$ cat config.mk
export PLATFORM = sky130hd
export DESIGN_NAME = selective_repeat_sender_window_flat
export DESIGN_NICKNAME = d
export VERILOG_FILES = /design/src/hw/rtl/srsw_pkg.sv /design/src/hw/rtl/srsw_req_if.sv /design/src/hw/rtl/srsw_res_if.sv /design/src/hw/rtl/srsw_front.sv /design/src/hw/rtl/srsw_cmd_fifo.sv /design/src/hw/rtl/srsw_back.sv /design/src/hw/rtl/selective_repeat_sender_window.sv /design/src/flat_wrapper.sv
export SDC_FILE = /design/constraint.sdc
export NUM_CORES = 2
export LEC_CHECK = 0
export BUFFER_PORTS_ARGS = -buffer_cell sky130_fd_sc_hd__buf_2
export CORE_MARGIN = 2
export CORE_UTILIZATION = 66
export CTS_BUF_LIST = sky130_fd_sc_hd__clkbuf_8
export DETAILED_ROUTE_END_ITERATION = 8
export PLACE_DENSITY = 0.83
export SLEW_MARGIN = 20
export SYNTH_ARGS = -nofsm -noshare
export SYNTH_HDL_FRONTEND = slang
export SYNTH_SLANG_ARGS = --single-unit
$ cat constraint.sdc
create_clock -name clk -period 62.1 [get_ports clk]
set_clock_uncertainty 0.1 [all_clocks]
set_input_delay 15.525 -clock clk [delete_from_list [all_inputs] [get_ports clk]]
set_output_delay 15.525 -clock clk [all_outputs]
set_load 0.01 [all_outputs]
$ cat src/hw/rtl/srsw_pkg.sv
// Shared constants, types and state codes of the selective-repeat sender window.
package srsw_pkg;

    // Sequence space and window limits
    localparam int SEQ_SPACE  = 1024;
    localparam int MAX_WINDOW = 8;

    // Field widths fixed by the interface
    localparam int REQ_SEQ_W   = 10;
    localparam int SEND_SEQ_W  = 10;
    localparam int WIN_SIZE_W  = 4;
    localparam int MSG_COUNT_W = 11;
    localparam int CFG_DATA_W  = 11;
    localparam int CFG_IDX_W   = 1;

    // Derived widths
    localparam int SEQ_W  = $clog2(SEQ_SPACE);
    localparam int BASE_W = SEQ_W + 1;
    localparam int SUM_W  = BASE_W + 1;
    localparam int IDX_W  = $clog2(MAX_WINDOW + 1);

    // Command queue between front and back
    localparam int CMDQ_DEPTH = 2;
    localparam int CMDQ_PTR_W = $clog2(CMDQ_DEPTH);
    localparam int CMDQ_CNT_W = $clog2(CMDQ_DEPTH + 1);

    // Request type codes
    localparam logic REQ_ACK   = 1'b0;
    localparam logic REQ_ROUND = 1'b1;

    // Configuration register indexes
    localparam logic [CFG_IDX_W-1:0] CFG_WINDOW_SIZE   = 1'd0;
    localparam logic [CFG_IDX_W-1:0] CFG_MESSAGE_COUNT = 1'd1;

    // Configuration reset values
    localparam logic [WIN_SIZE_W-1:0]  WINDOW_SIZE_RST   = 4'd4;
    localparam logic [MSG_COUNT_W-1:0] MESSAGE_COUNT_RST = 11'd201;

    // Classified request handed from front to back
    typedef struct packed {
        logic             is_round;
        logic             ack_ok;
        logic [SEQ_W-1:0] ack_addr;
    } srsw_cmd_t;

    // Live configuration seen by the back end
    typedef struct packed {
        logic [WIN_SIZE_W-1:0]  window_size;
        logic [MSG_COUNT_W-1:0] message_count;
    } srsw_cfg_t;

    // Back-end sequencer states
    typedef enum logic [2:0] {
        ST_CLEAR,
        ST_IDLE,
        ST_SCAN_RD,
        ST_SCAN_CHK,
        ST_RND_RD,
        ST_RND_CHK,
        ST_RND_END
    } srsw_state_t;

endpackage

$ cat src/hw/rtl/srsw_req_if.sv
// Request channel: valid/ready handshake with request type and ack sequence number.
interface srsw_req_if import srsw_pkg::*; ();
    logic                 valid;
    logic                 ready;
    logic                 req_type;
    logic [REQ_SEQ_W-1:0] ack_seq;

    modport source (output valid, output req_type, output ack_seq, input ready);
    modport sink   (input valid, input req_type, input ack_seq, output ready);
endinterface

$ cat src/hw/rtl/srsw_res_if.sv
// Result channel: valid/ready handshake with sequence number to send and round-end flag.
interface srsw_res_if import srsw_pkg::*; ();
    logic                  valid;
    logic                  ready;
    logic [SEND_SEQ_W-1:0] send_seq;
    logic                  last_of_round;

    modport source (output valid, output send_seq, output last_of_round, input ready);
    modport sink   (input valid, input send_seq, input last_of_round, output ready);
endinterface

$ cat src/hw/rtl/srsw_front.sv
// Front end: takes requests, classifies them and pushes commands into the queue.
module srsw_front import srsw_pkg::*; (
    srsw_req_if.sink  req,
    input  logic      clearing,
    input  logic      q_full,
    output logic      q_push,
    output srsw_cmd_t q_cmd
);

    // Hold off requests while the map is being cleared or the queue is full
    assign req.ready = !clearing && !q_full;
    assign q_push    = req.valid && req.ready;

    // Classify: send round or ack, and check that the ack lands in the store
    always_comb
    begin
        q_cmd.is_round = (req.req_type == REQ_ROUND);
        q_cmd.ack_ok   = (req.req_type == REQ_ACK) && (32'(req.ack_seq) < SEQ_SPACE);
        q_cmd.ack_addr = SEQ_W'(req.ack_seq);
    end

endmodule

$ cat src/hw/rtl/srsw_cmd_fifo.sv
// Short command queue decoupling the front end from the back end.
module srsw_cmd_fifo import srsw_pkg::*; (
    input  logic      clk,
    input  logic      rst_n,
    input  logic      push,
    input  srsw_cmd_t push_cmd,
    output logic      full,
    input  logic      pop,
    output logic      valid,
    output srsw_cmd_t pop_cmd
);

    srsw_cmd_t             entry_reg [CMDQ_DEPTH];
    logic [CMDQ_PTR_W-1:0] wr_ptr_reg, wr_ptr_next;
    logic [CMDQ_PTR_W-1:0] rd_ptr_reg, rd_ptr_next;
    logic [CMDQ_CNT_W-1:0] count_reg, count_next;

    assign full    = (count_reg == CMDQ_CNT_W'(CMDQ_DEPTH));
    assign valid   = (count_reg != '0);
    assign pop_cmd = entry_reg[rd_ptr_reg];

    // Pointer and fill count update
    always_comb
    begin
        wr_ptr_next = wr_ptr_reg;
        rd_ptr_next = rd_ptr_reg;
        count_next  = count_reg;
        if (push)
        begin
            wr_ptr_next = wr_ptr_reg + 1'b1;
        end
        if (pop)
        begin
            rd_ptr_next = rd_ptr_reg + 1'b1;
        end
        if (push && !pop)
        begin
            count_next = count_reg + 1'b1;
        end
        else if (pop && !push)
        begin
            count_next = count_reg - 1'b1;
        end
    end

    always_ff @(posedge clk or negedge rst_n)
    begin
        if (!rst_n)
        begin
            wr_ptr_reg <= '0;
            rd_ptr_reg <= '0;
            count_reg  <= '0;
        end
        else
        begin
            wr_ptr_reg <= wr_ptr_next;
            rd_ptr_reg <= rd_ptr_next;
            count_reg  <= count_next;
        end
    end

    // Entry storage
    always_ff @(posedge clk)
    begin
        if (push)
        begin
            entry_reg[wr_ptr_reg] <= push_cmd;
        end
    end

endmodule

$ cat src/hw/rtl/srsw_back.sv
// Back end: ack bitmap memory, window base advance and send-round sequencer.
module srsw_back import srsw_pkg::*; (
    input  logic       clk,
    input  logic       rst_n,
    input  srsw_cfg_t  cfg,
    input  logic       cmd_valid,
    input  srsw_cmd_t  cmd,
    output logic       cmd_pop,
    output logic       clearing,
    srsw_res_if.source res
);

    // Ack bitmap memory
    logic                  map_mem [SEQ_SPACE];
    logic                  map_we;
    logic [SEQ_W-1:0]      map_waddr;
    logic                  map_wdata;
    logic                  rd_en;
    logic [SEQ_W-1:0]      rd_addr;
    logic                  rd_data_reg;

    srsw_state_t           state_reg, state_next;
    logic [BASE_W-1:0]     base_reg, base_next;
    logic [IDX_W-1:0]      idx_reg, idx_next;
    logic [SEQ_W-1:0]      clr_cnt_reg, clr_cnt_next;
    logic                  pend_valid_reg, pend_valid_next;
    logic [SEQ_W-1:0]      pend_seq_reg, pend_seq_next;
    logic                  out_valid_reg, out_valid_next;
    logic [SEND_SEQ_W-1:0] out_seq_reg, out_seq_next;
    logic                  out_last_reg, out_last_next;

    logic [BASE_W-1:0]     lim;
    logic [IDX_W-1:0]      win;
    logic [SUM_W-1:0]      seq_sum;
    logic [BASE_W-1:0]     base_inc;
    logic                  slot_free;
    logic                  emit;
    logic                  emit_last;

    // Effective send limit and window width
    assign lim      = (32'(cfg.message_count) > SEQ_SPACE) ? BASE_W'(SEQ_SPACE)
                                                           : BASE_W'(cfg.message_count);
    assign win      = (32'(cfg.window_size) > MAX_WINDOW) ? IDX_W'(MAX_WINDOW)
                                                          : IDX_W'(cfg.window_size);
    assign seq_sum  = SUM_W'(base_reg) + SUM_W'(idx_reg);
    assign base_inc = base_reg + 1'b1;

    assign slot_free = !out_valid_reg || res.ready;
    assign clearing  = (state_reg == ST_CLEAR);

    assign res.valid         = out_valid_reg;
    assign res.send_seq      = out_seq_reg;
    assign res.last_of_round = out_last_reg;

    // Sequencer: next state and datapath controls
    always_comb
    begin
        state_next      = state_reg;
        base_next       = base_reg;
        idx_next        = idx_reg;
        clr_cnt_next    = clr_cnt_reg;
        pend_valid_next = pend_valid_reg;
        pend_seq_next   = pend_seq_reg;
        map_we          = 1'b0;
        map_waddr       = clr_cnt_reg;
        map_wdata       = 1'b0;
        rd_en           = 1'b0;
        rd_addr         = base_reg[SEQ_W-1:0];
        cmd_pop         = 1'b0;
        emit            = 1'b0;
        emit_last       = 1'b0;

        unique case (state_reg)
            ST_CLEAR:
            begin
                map_we       = 1'b1;
                clr_cnt_next = clr_cnt_reg + 1'b1;
                if (clr_cnt_reg == SEQ_W'(SEQ_SPACE - 1))
                begin
                    state_next = ST_IDLE;
                end
            end
            ST_IDLE:
            begin
                if (cmd_valid)
                begin
                    cmd_pop = 1'b1;
                    if (cmd.is_round)
                    begin
                        idx_next        = '0;
                        pend_valid_next = 1'b0;
                        state_next      = ST_RND_RD;
                    end
                    else
                    begin
                        map_we     = cmd.ack_ok;
                        map_waddr  = cmd.ack_addr;
                        map_wdata  = 1'b1;
                        state_next = ST_SCAN_RD;
                    end
                end
            end
            ST_SCAN_RD:
            begin
                if (base_reg < lim)
                begin
                    rd_en      = 1'b1;
                    state_next = ST_SCAN_CHK;
                end
                else
                begin
                    state_next = ST_IDLE;
                end
            end
            ST_SCAN_CHK:
            begin
                // One entry per cycle: on a set bit, step base and read the next one
                if (rd_data_reg)
                begin
                    base_next = base_inc;
                    if (base_inc < lim)
                    begin
                        rd_en   = 1'b1;
                        rd_addr = base_inc[SEQ_W-1:0];
                    end
                    else
                    begin
                        state_next = ST_IDLE;
                    end
                end
                else
                begin
                    state_next = ST_IDLE;
                end
            end
            ST_RND_RD:
            begin
                if ((idx_reg < win) && (seq_sum < SUM_W'(lim)))
                begin
                    rd_en      = 1'b1;
                    rd_addr    = seq_sum[SEQ_W-1:0];
                    state_next = ST_RND_CHK;
                end
                else
                begin
                    state_next = ST_RND_END;
                end
            end
            ST_RND_CHK:
            begin
                // Hold one found entry back so the round's last can be flagged
                if (rd_data_reg)
                begin
                    idx_next   = idx_reg + 1'b1;
                    state_next = ST_RND_RD;
                end
                else if (!pend_valid_reg)
                begin
                    pend_valid_next = 1'b1;
                    pend_seq_next   = seq_sum[SEQ_W-1:0];
                    idx_next        = idx_reg + 1'b1;
                    state_next      = ST_RND_RD;
                end
                else if (slot_free)
                begin
                    emit          = 1'b1;
                    pend_seq_next = seq_sum[SEQ_W-1:0];
                    idx_next      = idx_reg + 1'b1;
                    state_next    = ST_RND_RD;
                end
            end
            ST_RND_END:
            begin
                if (!pend_valid_reg)
                begin
                    state_next = ST_IDLE;
                end
                else if (slot_free)
                begin
                    emit            = 1'b1;
                    emit_last       = 1'b1;
                    pend_valid_next = 1'b0;
                    state_next      = ST_IDLE;
                end
            end
            default:
            begin
                state_next = ST_IDLE;
            end
        endcase
    end

    // Output register
    always_comb
    begin
        out_valid_next = out_valid_reg;
        out_seq_next   = out_seq_reg;
        out_last_next  = out_last_reg;
        if (emit)
        begin
            out_valid_next = 1'b1;
            out_seq_next   = SEND_SEQ_W'(pend_seq_reg);
            out_last_next  = emit_last;
        end
        else if (res.ready)
        begin
            out_valid_next = 1'b0;
        end
    end

    // Control registers
    always_ff @(posedge clk or negedge rst_n)
    begin
        if (!rst_n)
        begin
            state_reg      <= ST_CLEAR;
            base_reg       <= '0;
            idx_reg        <= '0;
            clr_cnt_reg    <= '0;
            pend_valid_reg <= 1'b0;
            out_valid_reg  <= 1'b0;
        end
        else
        begin
            state_reg      <= state_next;
            base_reg       <= base_next;
            idx_reg        <= idx_next;
            clr_cnt_reg    <= clr_cnt_next;
            pend_valid_reg <= pend_valid_next;
            out_valid_reg  <= out_valid_next;
        end
    end

    // Payload registers
    always_ff @(posedge clk)
    begin
        pend_seq_reg <= pend_seq_next;
        out_seq_reg  <= out_seq_next;
        out_last_reg <= out_last_next;
    end

    // Bitmap memory: one write and one registered read per cycle
    always_ff @(posedge clk)
    begin
        if (map_we)
        begin
            map_mem[map_waddr] <= map_wdata;
        end
        if (rd_en)
        begin
            rd_data_reg <= map_mem[rd_addr];
        end
    end

    // Base moves only while scanning, one step at a time
    a_base_step: assert property (@(posedge clk) disable iff (!rst_n)
        (base_reg != $past(base_reg)) |->
            ($past(state_reg) == ST_SCAN_CHK && base_reg == $past(base_reg) + 1'b1))
        else $error("window base moved outside the scan or by more than one");

    // Base never runs past the store
    a_base_range: assert property (@(posedge clk) disable iff (!rst_n)
        base_reg <= BASE_W'(SEQ_SPACE))
        else $error("window base beyond sequence space");

    // No command is taken while the clearing pass runs
    a_no_pop_clear: assert property (@(posedge clk) disable iff (!rst_n)
        (state_reg == ST_CLEAR) |-> !cmd_pop)
        else $error("command popped during clearing pass");

    // Results come only from a held entry during a round
    a_emit_src: assert property (@(posedge clk) disable iff (!rst_n)
        emit |-> (pend_valid_reg && (state_reg == ST_RND_CHK || state_reg == ST_RND_END)))
        else $error("result emitted without a held entry");

    // Bitmap is written only by the clearing pass or an ack
    a_map_write: assert property (@(posedge clk) disable iff (!rst_n)
        map_we |-> (state_reg == ST_CLEAR || state_reg == ST_IDLE))
        else $error("bitmap written outside clear or ack");

endmodule

$ cat src/hw/rtl/selective_repeat_sender_window.sv
// Flow: an accepted ack passes through the command queue; the back end then writes its bit
// and scans the base forward over acked entries. A send round takes the request, reads and
// checks each entry (up to the window size) and flushes the last result at round end.
// Only one request at a time is handled in the back end, set by the bitmap read loop;
// results leave through a registered output stage, and a stalled output holds the round.
// Reset: base and config reset; a clearing pass zeroes the bitmap, req.ready low.
module selective_repeat_sender_window import srsw_pkg::*; (
    input  logic                  clk,
    input  logic                  rst_n,
    input  logic                  cfg_we,
    input  logic [CFG_IDX_W-1:0]  cfg_index,
    input  logic [CFG_DATA_W-1:0] cfg_data,
    srsw_req_if.sink              req,
    srsw_res_if.source            res
);

    logic [WIN_SIZE_W-1:0]  window_size_reg, window_size_next;
    logic [MSG_COUNT_W-1:0] message_count_reg, message_count_next;
    srsw_cfg_t              cfg;

    logic      clearing;
    logic      q_full;
    logic      q_push;
    srsw_cmd_t q_push_cmd;
    logic      q_pop;
    logic      q_valid;
    srsw_cmd_t q_pop_cmd;

    // Configuration register writes
    always_comb
    begin
        window_size_next   = window_size_reg;
        message_count_next = message_count_reg;
        if (cfg_we)
        begin
            unique case (cfg_index)
                CFG_WINDOW_SIZE:   window_size_next   = cfg_data[WIN_SIZE_W-1:0];
                CFG_MESSAGE_COUNT: message_count_next = cfg_data[MSG_COUNT_W-1:0];
                default:           window_size_next   = window_size_reg;
            endcase
        end
    end

    always_ff @(posedge clk or negedge rst_n)
    begin
        if (!rst_n)
        begin
            window_size_reg   <= WINDOW_SIZE_RST;
            message_count_reg <= MESSAGE_COUNT_RST;
        end
        else
        begin
            window_size_reg   <= window_size_next;
            message_count_reg <= message_count_next;
        end
    end

    assign cfg.window_size   = window_size_reg;
    assign cfg.message_count = message_count_reg;

    // Front end: request intake and classification
    srsw_front u_front (
        .req      (req),
        .clearing (clearing),
        .q_full   (q_full),
        .q_push   (q_push),
        .q_cmd    (q_push_cmd)
    );

    // Command queue
    srsw_cmd_fifo u_cmd_fifo (
        .clk      (clk),
        .rst_n    (rst_n),
        .push     (q_push),
        .push_cmd (q_push_cmd),
        .full     (q_full),
        .pop      (q_pop),
        .valid    (q_valid),
        .pop_cmd  (q_pop_cmd)
    );

    // Back end: bitmap, base advance and send rounds
    srsw_back u_back (
        .clk       (clk),
        .rst_n     (rst_n),
        .cfg       (cfg),
        .cmd_valid (q_valid),
        .cmd       (q_pop_cmd),
        .cmd_pop   (q_pop),
        .clearing  (clearing),
        .res       (res)
    );

endmodule
$ cat src/flat_wrapper.sv
// flat-port wrapper written by rule: the top's interface ports become plain ports
module selective_repeat_sender_window_flat import srsw_pkg::*;
  (clk, rst_n, cfg_we, cfg_index, cfg_data, req_valid, req_req_type, req_ack_seq, req_ready, res_valid, res_send_seq, res_last_of_round, res_ready);
  srsw_req_if req_i ();
  srsw_res_if res_i ();
  input  logic clk;
  input  logic rst_n;
  input  logic cfg_we;
  input  logic [CFG_IDX_W-1:0] cfg_index;
  input  logic [CFG_DATA_W-1:0] cfg_data;
  input wire logic [$bits(req_i.valid)-1:0] req_valid;
  input wire logic [$bits(req_i.req_type)-1:0] req_req_type;
  input wire logic [$bits(req_i.ack_seq)-1:0] req_ack_seq;
  output wire logic [$bits(req_i.ready)-1:0] req_ready;
  output wire logic [$bits(res_i.valid)-1:0] res_valid;
  output wire logic [$bits(res_i.send_seq)-1:0] res_send_seq;
  output wire logic [$bits(res_i.last_of_round)-1:0] res_last_of_round;
  input wire logic [$bits(res_i.ready)-1:0] res_ready;
  assign req_i.valid = req_valid;
  assign req_i.req_type = req_req_type;
  assign req_i.ack_seq = req_ack_seq;
  assign req_ready = req_i.ready;
  assign res_valid = res_i.valid;
  assign res_send_seq = res_i.send_seq;
  assign res_last_of_round = res_i.last_of_round;
  assign res_i.ready = res_ready;
  selective_repeat_sender_window u_core (.clk(clk), .rst_n(rst_n), .cfg_we(cfg_we), .cfg_index(cfg_index), .cfg_data(cfg_data), .req(req_i), .res(res_i));
endmodule
==> impl_results.md <==
- Non-Filler Instances: 5,569
- Syn Inst Count: 4,509
- Setup Viol. Count Final: 0
- Ports: 41
- Status: finished clean
- DRT Pass-1 Iters: 8
- Worst-path fanout max: 17
- Max reg flops: 1,024
- Fin crit share: 29.5%
- Fin crit period: 18.33 ns
- P_sw: 288 uW
- Syn. warnings: 0
- Clock buffer count from CTS: 172
- Worst path slowest cell: nor3_1
- Seq pwr share: 59.1%
- Number of register bits inferred by synthesis: 1,119
- H-tree levels: 4
- Ys flop type: edfxtp_1
- Crit path arrival time: 2.70 ns
- Critical path endpoint category: output pin
- Cells along the critical path: nor3_1, a21oi_1, buf_2
- Clock-pin transition on the worst setup and hold timing paths: 0.06 ns
- Hold Path Class: register to register
- Initial core utilization: 67.0%
- CTS tree: built
- Most common library cells after synthesis: nor2_1, edfxtp_1, nand2_1
- Vias post-DR: 37,955
- Number of port buffers: 40
- Placed cell count: 5,269
- Setup CP Type: register to output pin
- Startpoint Class: register
- Sink Count: 1,119
- Fmax: 0.0546 GHz
- Bufs on Longest Clock Path: 3
- Worst skew pair latency: 0.84 ns
- Req. time, crit path: 46.47 ns
- CTS Root Cell: clkbuf_8
- PD cells: 25.3 mW/mm^2
- Cts hold-fix bufs: 0
- Sequential share of the synthesized area: 65.4%
- Post-CTS setup buffer count: 0
- Slowest stage delay, CP: 0.89 ns
- Layout filler cell count: 5,067
- Area delta synth->final: 7.35%
- Largest net degree at the start of global routing: 299
- Mapped Area: 0.0510 mm^2
- Gr ovfl total: 0
- Die width: 282 um
- Post-DRT Antenna Nets: 0
- Post-route DRC: 0
- Final instance area: 0.0548 mm^2
- Top cells by area, synth: edfxtp_1, nor2_1, nand2_1
- HPWL Detailed: 78,800 um
- Core area: 0.0762 mm^2
- Slew margin rel.: 15.9%
- Max cap viols: 0
- Average size of a mapped cell: 11.3 um^2
- Post-synth ARST share: 4.38%
- Row count: 101
- Max IR drop VDD: 0.0000267 V
- LEAKAGE: 0.0170 uW
- Post-CTS sizing: 0
- RSZ-0062 raised after global routing: no
- Dominant cell by count in the synthesized netlist: nor2_1
- Number of global-route vias before repair: 35,555
- Post-DR vias/cell: 6.82
- Final #Nets: 4,482
- Routed len/inst: 26.8 um
- Gate power share: 0.8%
- WL final: 149,000 um
- Number of synthesized flops with an enable pin: 1,070
- Total GRT Usage: 37.4%
- Die area: 0.0796 mm^2
- Share of cells above drive strength 1: 9.84%
- DIE HEIGHT: 282 um
- Initial DRC count: 6,368
- Internal power: 1100 uW
- Sw Ratio: 20.8%
- First-pass GRT wire length: 217,000 um
- Netlist cell types: 92
- Syn_nets: 4,578
- Area after DPL: 0.0517 mm^2
- Clock network power share: 40.1%
- Setup TNS: 0 ns
- Endpoints failing hold: 0
- Final GP Congestion: 0.891
- Final count of pins violating max slew: 0
- Initial antenna violation count: 6
- Synth top area share: 63.0%
- Synth area leader: edfxtp_1
- Worst-Margin Slew: 1.26 ns
-- stage by stage --
step	total power (uW)	hold slack [ns]	utilization, %	worst slack (ns)
final	1380	0.322	71.9	43.77
after CTS	1380	0.318	71.8	43.80
after global placement	844	0.325	67.9	44.83
after global routing	1420	0.331	71.9	43.71
after floorplan	840	0.300	-	40.00
after detailed placement	845	0.306	67.9	44.69
-- layout make-up --
class                           count  area, um^2  area share [%]
Timing Repair Buffer              119         872            1.59
Clock buffer                      178        2450            4.47
Antenna cell                        7        17.5          0.0320
Inverter                           24        90.1           0.164
Multi-Input combinational cell   2977       16200            29.5
Clock inverter                    115         554            1.01
Tap cell                         1030        1290            2.35
Sequential cell                  1119       33400            60.9
-- power groups by stage --
stage	Clock (uW)	Combinational [uW]	Sequential [uW]
2_1_floorplan	0	7.50	833
3_3_place_gp	0	10.7	833
3_5_place_dp	0	11.4	833
4_1_cts	554	11.5	818
5_1_grt	585	13.0	817
6_report	555	11.6	818
-- routing by layer --
metal	GRT usage, %	wire, um	vias to the layer above
li1	-	-	15987
met3	12.4	23900	696
met5	0	16	-
met4	22.1	9690	2
met1	48.0	49700	18091
met2	56.0	65900	3179
-- final timing paths --
path / from / to / slack [ns] / cells past startpoint
min in group asynchronous: rst_n / u_core.u_back.clr_cnt_reg[6] / 14.69 / 2
worst min register to register: u_core.u_back.pend_seq_reg[6] / u_core.u_back.res.send_seq[6] / 0.32 / 0
worst min-delay path: u_core.u_back.pend_seq_reg[6] / u_core.u_back.res.send_seq[6] / 0.32 / 0
max in group asynchronous: rst_n / u_core.message_count_reg[1] / 46.73 / 2
worst max register to register: u_core.u_back.base_reg[0] / u_core.u_back.rd_data_reg / 53.04 / 25
worst max-delay path: u_core.u_back.state_reg[2] / req_ready / 43.77 / 3
-- worst max-delay path, delay by kind of cell, from the launching register on --
kind	cells	cell delay (ns)
AOI/OAI and AO/OA	1	0.20
buffers and inverters	1	0.21
DFF	1	0.57
and+or+nand+nor	1	0.89
-- cell families after synthesis --
| family | count (synthesis) | synth area share (%) |
|---|---|---|
| AO/OA/AOI/OAI | 598 | 8.36 |
| buffers and inverters | 413 | 3.55 |
| AND/OR/NAND/NOR | 2105 | 17.1 |
| XOR/XNOR | 46 | 0.819 |
| adder cells (fa/ha/maj) | 41 | 1.02 |
| multiplexers | 187 | 3.75 |
| flip-flops | 1119 | 65.4 |
-- cells in the final DEF, fill, tap and decap left out, drive strengths merged, types with 8 or more instances in the layout --
cell and instances:
nor2 1102, o22ai 8, xor2 22, nor4 13
nor3 31, a221oi 29, and3 88, a22oi 35
nand3 179, clkbuf 178, edfxtp 1070, a2111oi 27
a211oi 105, dfrtp 44, a31oi 33, xnor2 24
clkinv 33, a21oi 139, a21o 16, mux2 34
clkinvlp 8, inv 95, and2 15, nand2 606
a32oi 25, nand4 30, mux2i 153, a21boi 12
nor2b 9, ha 40, a221o 12, o21ai 52
a311oi 47, o211ai 10, buf 119
Power figures use the tool's default switching activity.
